## src/rtl/core/tcw_pkg.sv

```systemverilog
// Shared types and constants for the text console writer.
// Used by tcw_cursor and text_console_writer_unit; no dependencies.
package tcw_pkg;

    localparam int COL_W  = 8;
    localparam int ROW_W  = 6;
    localparam int CHAR_W = 8;
    localparam int CELL_W = 16;
    localparam int CMD_W  = 2;

    // Command codes.
    localparam logic [CMD_W-1:0] CMD_PUT_CHAR   = 2'd0;
    localparam logic [CMD_W-1:0] CMD_WRITE_CELL = 2'd1;
    localparam logic [CMD_W-1:0] CMD_CLEAR      = 2'd2;
    localparam logic [CMD_W-1:0] CMD_READ_CELL  = 2'd3;

    // Control characters handled by put char, and the blank used to fill cells.
    localparam logic [CHAR_W-1:0] CH_NEWLINE   = 8'h0A;
    localparam logic [CHAR_W-1:0] CH_RETURN    = 8'h0D;
    localparam logic [CHAR_W-1:0] CH_BACKSPACE = 8'h08;
    localparam logic [CHAR_W-1:0] CH_TAB       = 8'h09;
    localparam logic [CHAR_W-1:0] CH_SPACE     = 8'h20;

    // Clears the low three bits of a widened column (tab stops every 8).
    localparam logic [COL_W:0] TAB_MASK = 9'h1F8;

    typedef struct packed {
        logic [COL_W-1:0] col;
        logic [ROW_W-1:0] row;
        logic             wr_cell;
        logic             scroll;
    } t_cursor_next;

endpackage

```

## src/rtl/core/tcw_cursor.sv

```systemverilog
// Cursor update for the put-char command: control codes, line wrap, scroll.
// Depends on tcw_pkg.
module tcw_cursor #(
    parameter int COLS = 80,
    parameter int ROWS = 25
) (
    input  logic [tcw_pkg::COL_W-1:0]  i_col,
    input  logic [tcw_pkg::ROW_W-1:0]  i_row,
    input  logic [tcw_pkg::CHAR_W-1:0] i_char,
    output tcw_pkg::t_cursor_next      o_next
);
    import tcw_pkg::*;

    // One extra bit each so that a wrap or a step past the last row shows up.
    logic [COL_W:0] x;
    logic [ROW_W:0] y;
    logic           wr;
    logic           scr;

    always_comb begin
        x   = {1'b0, i_col};
        y   = {1'b0, i_row};
        wr  = 1'b0;
        scr = 1'b0;
        case (i_char)
            CH_NEWLINE: begin
                x = '0;
                y = y + 7'd1;
            end
            CH_RETURN: begin
                x = '0;
            end
            CH_BACKSPACE: begin
                if (x != '0) begin
                    x = x - 9'd1;
                end
            end
            CH_TAB: begin
                x = (x + 9'd8) & TAB_MASK;
            end
            default: begin
                wr = 1'b1;
                x  = x + 9'd1;
            end
        endcase
        if (x >= 9'(COLS)) begin
            x = '0;
            y = y + 7'd1;
        end
        if (y >= 7'(ROWS)) begin
            scr = 1'b1;
            y   = 7'(ROWS - 1);
        end
        o_next.col     = x[COL_W-1:0];
        o_next.row     = y[ROW_W-1:0];
        o_next.wr_cell = wr;
        o_next.scroll  = scr;
    end

endmodule
```

## config.mk

```make
export PLATFORM = sky130hd
export DESIGN_NAME = tcw_cursor
export DESIGN_NICKNAME = d
export VERILOG_FILES = /design/src/rtl/core/tcw_pkg.sv /design/src/rtl/core/tcw_cursor.sv
export SDC_FILE = /design/constraint.sdc
export NUM_CORES = 1
export LEC_CHECK = 0
export BUFFER_PORTS_ARGS = -buffer_cell sky130_fd_sc_hd__buf_4
export CORE_MARGIN = 2
export CORE_UTILIZATION = 40
export DETAILED_ROUTE_END_ITERATION = 8
export SLEW_MARGIN = 5
export SYNTH_ARGS = -nofsm -noshare
export SYNTH_HDL_FRONTEND = slang
export SYNTH_SLANG_ARGS = --single-unit
```

## constraint.sdc

```tcl
create_clock -name vclk -period 11.5
set_input_delay 2.3 -clock vclk [all_inputs]
set_output_delay 2.3 -clock vclk [all_outputs]
set_load 0.05 [all_outputs]
```

==> key figures <==
Outcome
  – Status: finished clean

Power and ir drop
  – Cell-internal power: 24.15 uW
  – Sw Share: 0.6218
  – Sw Pwr: 39.71 uW
  – P_leak: 0.0006450 uW
  – Combinational power share: 1.000
  – Flop pwr share: 0
  – Clk network pwr share: 0
  – PD cells: 41.67 nW/um2
  – Max VDD drop: 13.99 uV
  – Overall power: 63.87 uW

Clock network
  – Postcts setup bufs: 0
  – Hold buffer count at cts: 0
  – Post_cts resized: 0

Yosys
  – Gate Count Post-Synth: 186
  – Synth top area share: 0.09542
  – Syn_area_per_cell: 6.909 um2
  – Synth Area in XOR/XNOR: 0.1091
  – Post-synthesis sequential area ratio: 0
  – Synthesized-area fraction occupied by and/or/nand/nor cells: 0.4479
  – Combinational family with the most area after synthesis: simple AND/OR/NAND/NOR gates
  – Post-Synth Adder-Cell Area: 0.06816
  – Ys Warns: 0
  – Compound-Gate Fraction of Synth Area: 0.2746
  – Top area cells in the synthesized netlist: xnor2_1 (9.5%), ha_1 (6.8%), nand3_1 (5.5%), nor2_1 (4.4%), and3_1 (3.9%)
  – Mux cell area share after synthesis: 0.007790
  – Synth area leader: xnor2_1
  – Yosys cell types: 63
  – Synth Cell Area: 1285 um2

Worst setup path
  – Critical path required time: 9200 ps
  – CP Max Fanout: 6
  – Startpoint class of the critical path: input port
  – Worst setup EP type: primary output
  – CP arrival: 5320 ps
  – Crit path kind: in -> out

STA
  – Achievable frequency: 0.1313 GHz
  – Period utilization: 0.6624
  – Tmin final: 7617 ps
  – RSZ-0062 raised after global routing: false
  – Total negative slack: 0 ps
  – Slew Viols, Final: 0
  – Final setup vio count: 0
  – Final hold vios: 0

Die
  – Die X: 60.68 um
  – Die Height: 60.68 um
  – Starting Density: 0.4209
  – Core area: 3053 um2
  – # rows: 20
  – Die area: 3682 um2
  – IO Count: 38

Detailed routing
  – DRT Pass-1 Iters: 4
  – Total Wirelength: 3742 um
  – DR vias/cell: 5.976
  – Total number of vias: 1512
  – DR WL/cell: 14.79 um
  – DRT iter0 DRCs: 101
  – ANT nets after route: 0
  – Drt drc: 0

Global routing
  – Most crowded layer after global routing: met2
  – Number of global-route vias before repair: 1350
  – Met2 GRT Util: 0.3779
  – Overall routing resource usage: 0.2069
  – GRT Residual Overflow: 0
  – Largest net degree at the start of global routing: 12
  – Met1 GRT Util: 0.2908
  – Global-route wire length before repair: 6065 um
  – Initial antenna violation count: 0
  – Met3 GRT Util: 0

Placement
  – Gpl congestion: 0.8199
  – Buffers on Ports: 36
  – DP Wirelength: 3140 um

Cells and area
  – Clock buffers: 0
  – Ant. Diodes: 0
  – Final net count: 240
  – Commonest non-fill, non-tap cell in the layout: buf_4
  – Num sequential: 0
  – FF/Latch Area: 0 um2
  – Area growth, synth to finish: 19.28%
  – Layout cells sized above 1: 0.2488
  – Commonest non-fill, non-tap cells in the layout: buf_4 (36), nor2_1 (15), nand3_1 (14), xnor2_1 (14), nand2_1 (13)

Job
  – Max-Cap Viols: 0

Hold path
  – Hold crit path type: in -> out
-- power groups by stage --
stage | Clock, uW | Combinational, uW | Sequential, uW
finish | 0 | 63.9 | 0
global route | 0 | 68.6 | 0
CTS | 0 | 63.9 | 0
detailed placement | 0 | 63.7 | 0
global placement | 0 | 62.5 | 0
floorplan | 0 | 44.4 | 0
-- worst paths after layout --
check,from,endpoint,slack [ps],cells after the start
hold / removal,i_row[5],o_next[2],5100,4
setup / recovery,i_char[7],o_next[2],3880,13
-- area by class of cell --
cell class,count,area (um2)
Fill cell,337,1520
Multi-Input combinational cell,164,1174
Timing Repair Buffer,36,270.3
Tap cell,44,55.05
Inverter,9,33.78
-- critical path, cell delays in order --
cell	delay, ps
buf_4	120
nor4_4	360
nand4b_1	320
xnor2_1	350
ha_1	310
xnor2_1	180
xnor2_1	80
or3_1	300
a21oi_1	160
nor3_1	100
or3_1	330
a211oi_2	180
buf_4	220
-- metrics by stage --
step | instance area [um2] | hold slack, ps | setup WS [ps] | std cells | utilization
6_report | 1533 | 5099 | 3883 | 253 | 0.5020
5_1_grt | 1533 | 5116 | 3672 | 253 | 0.5020
4_1_cts | 1533 | 5102 | 3879 | 253 | 0.5020
3_5_place_dp | 1533 | 5102 | 3886 | 253 | 0.5020
3_3_place_gp | 1533 | 5101 | 4009 | 253 | 0.5020
2_1_floorplan | 1289 | 4879 | 3650 | 187 | -
-- Yosys cell counts (2+ instances only) --
master and instances:
nand2b_1 3, buf_2 2, o211ai_1 4, and4b_1 2, a221o_1 2, nand2_1 13
and2_4 2, a221oi_1 3, nand3b_1 6, and3_1 8, o21ai_0 4, or3_1 4
a211oi_1 2, a31oi_1 3, nand3_1 14, nor3_1 4, o21bai_1 2, nor2_1 15
clkbuf_1 6, a41oi_1 3, ha_1 7, buf_4 5, xor2_1 2, xnor2_1 14
nand4_1 3, a21oi_1 9, inv_1 8
-- routing by layer --
layer	vias up	part of all wire
li1	750	-
met1	719	0.48
met2	43	0.48
met3	0	0.041
met4	0	0
met5	-	0
-- kinds of logic (layout without fill, tap and decap cells) --
family / after synthesis / in the layout
XOR/XNOR: 16 / 16
AND/OR/NAND/NOR: 92 / 92
buffers and inverters: 23 / 45
adder cells (fa/ha/maj): 7 / 7
AO/OA/AOI/OAI: 46 / 46
multiplexers: 1 / 1
other: 1 / 2
(Power assumes the default switching activity.)
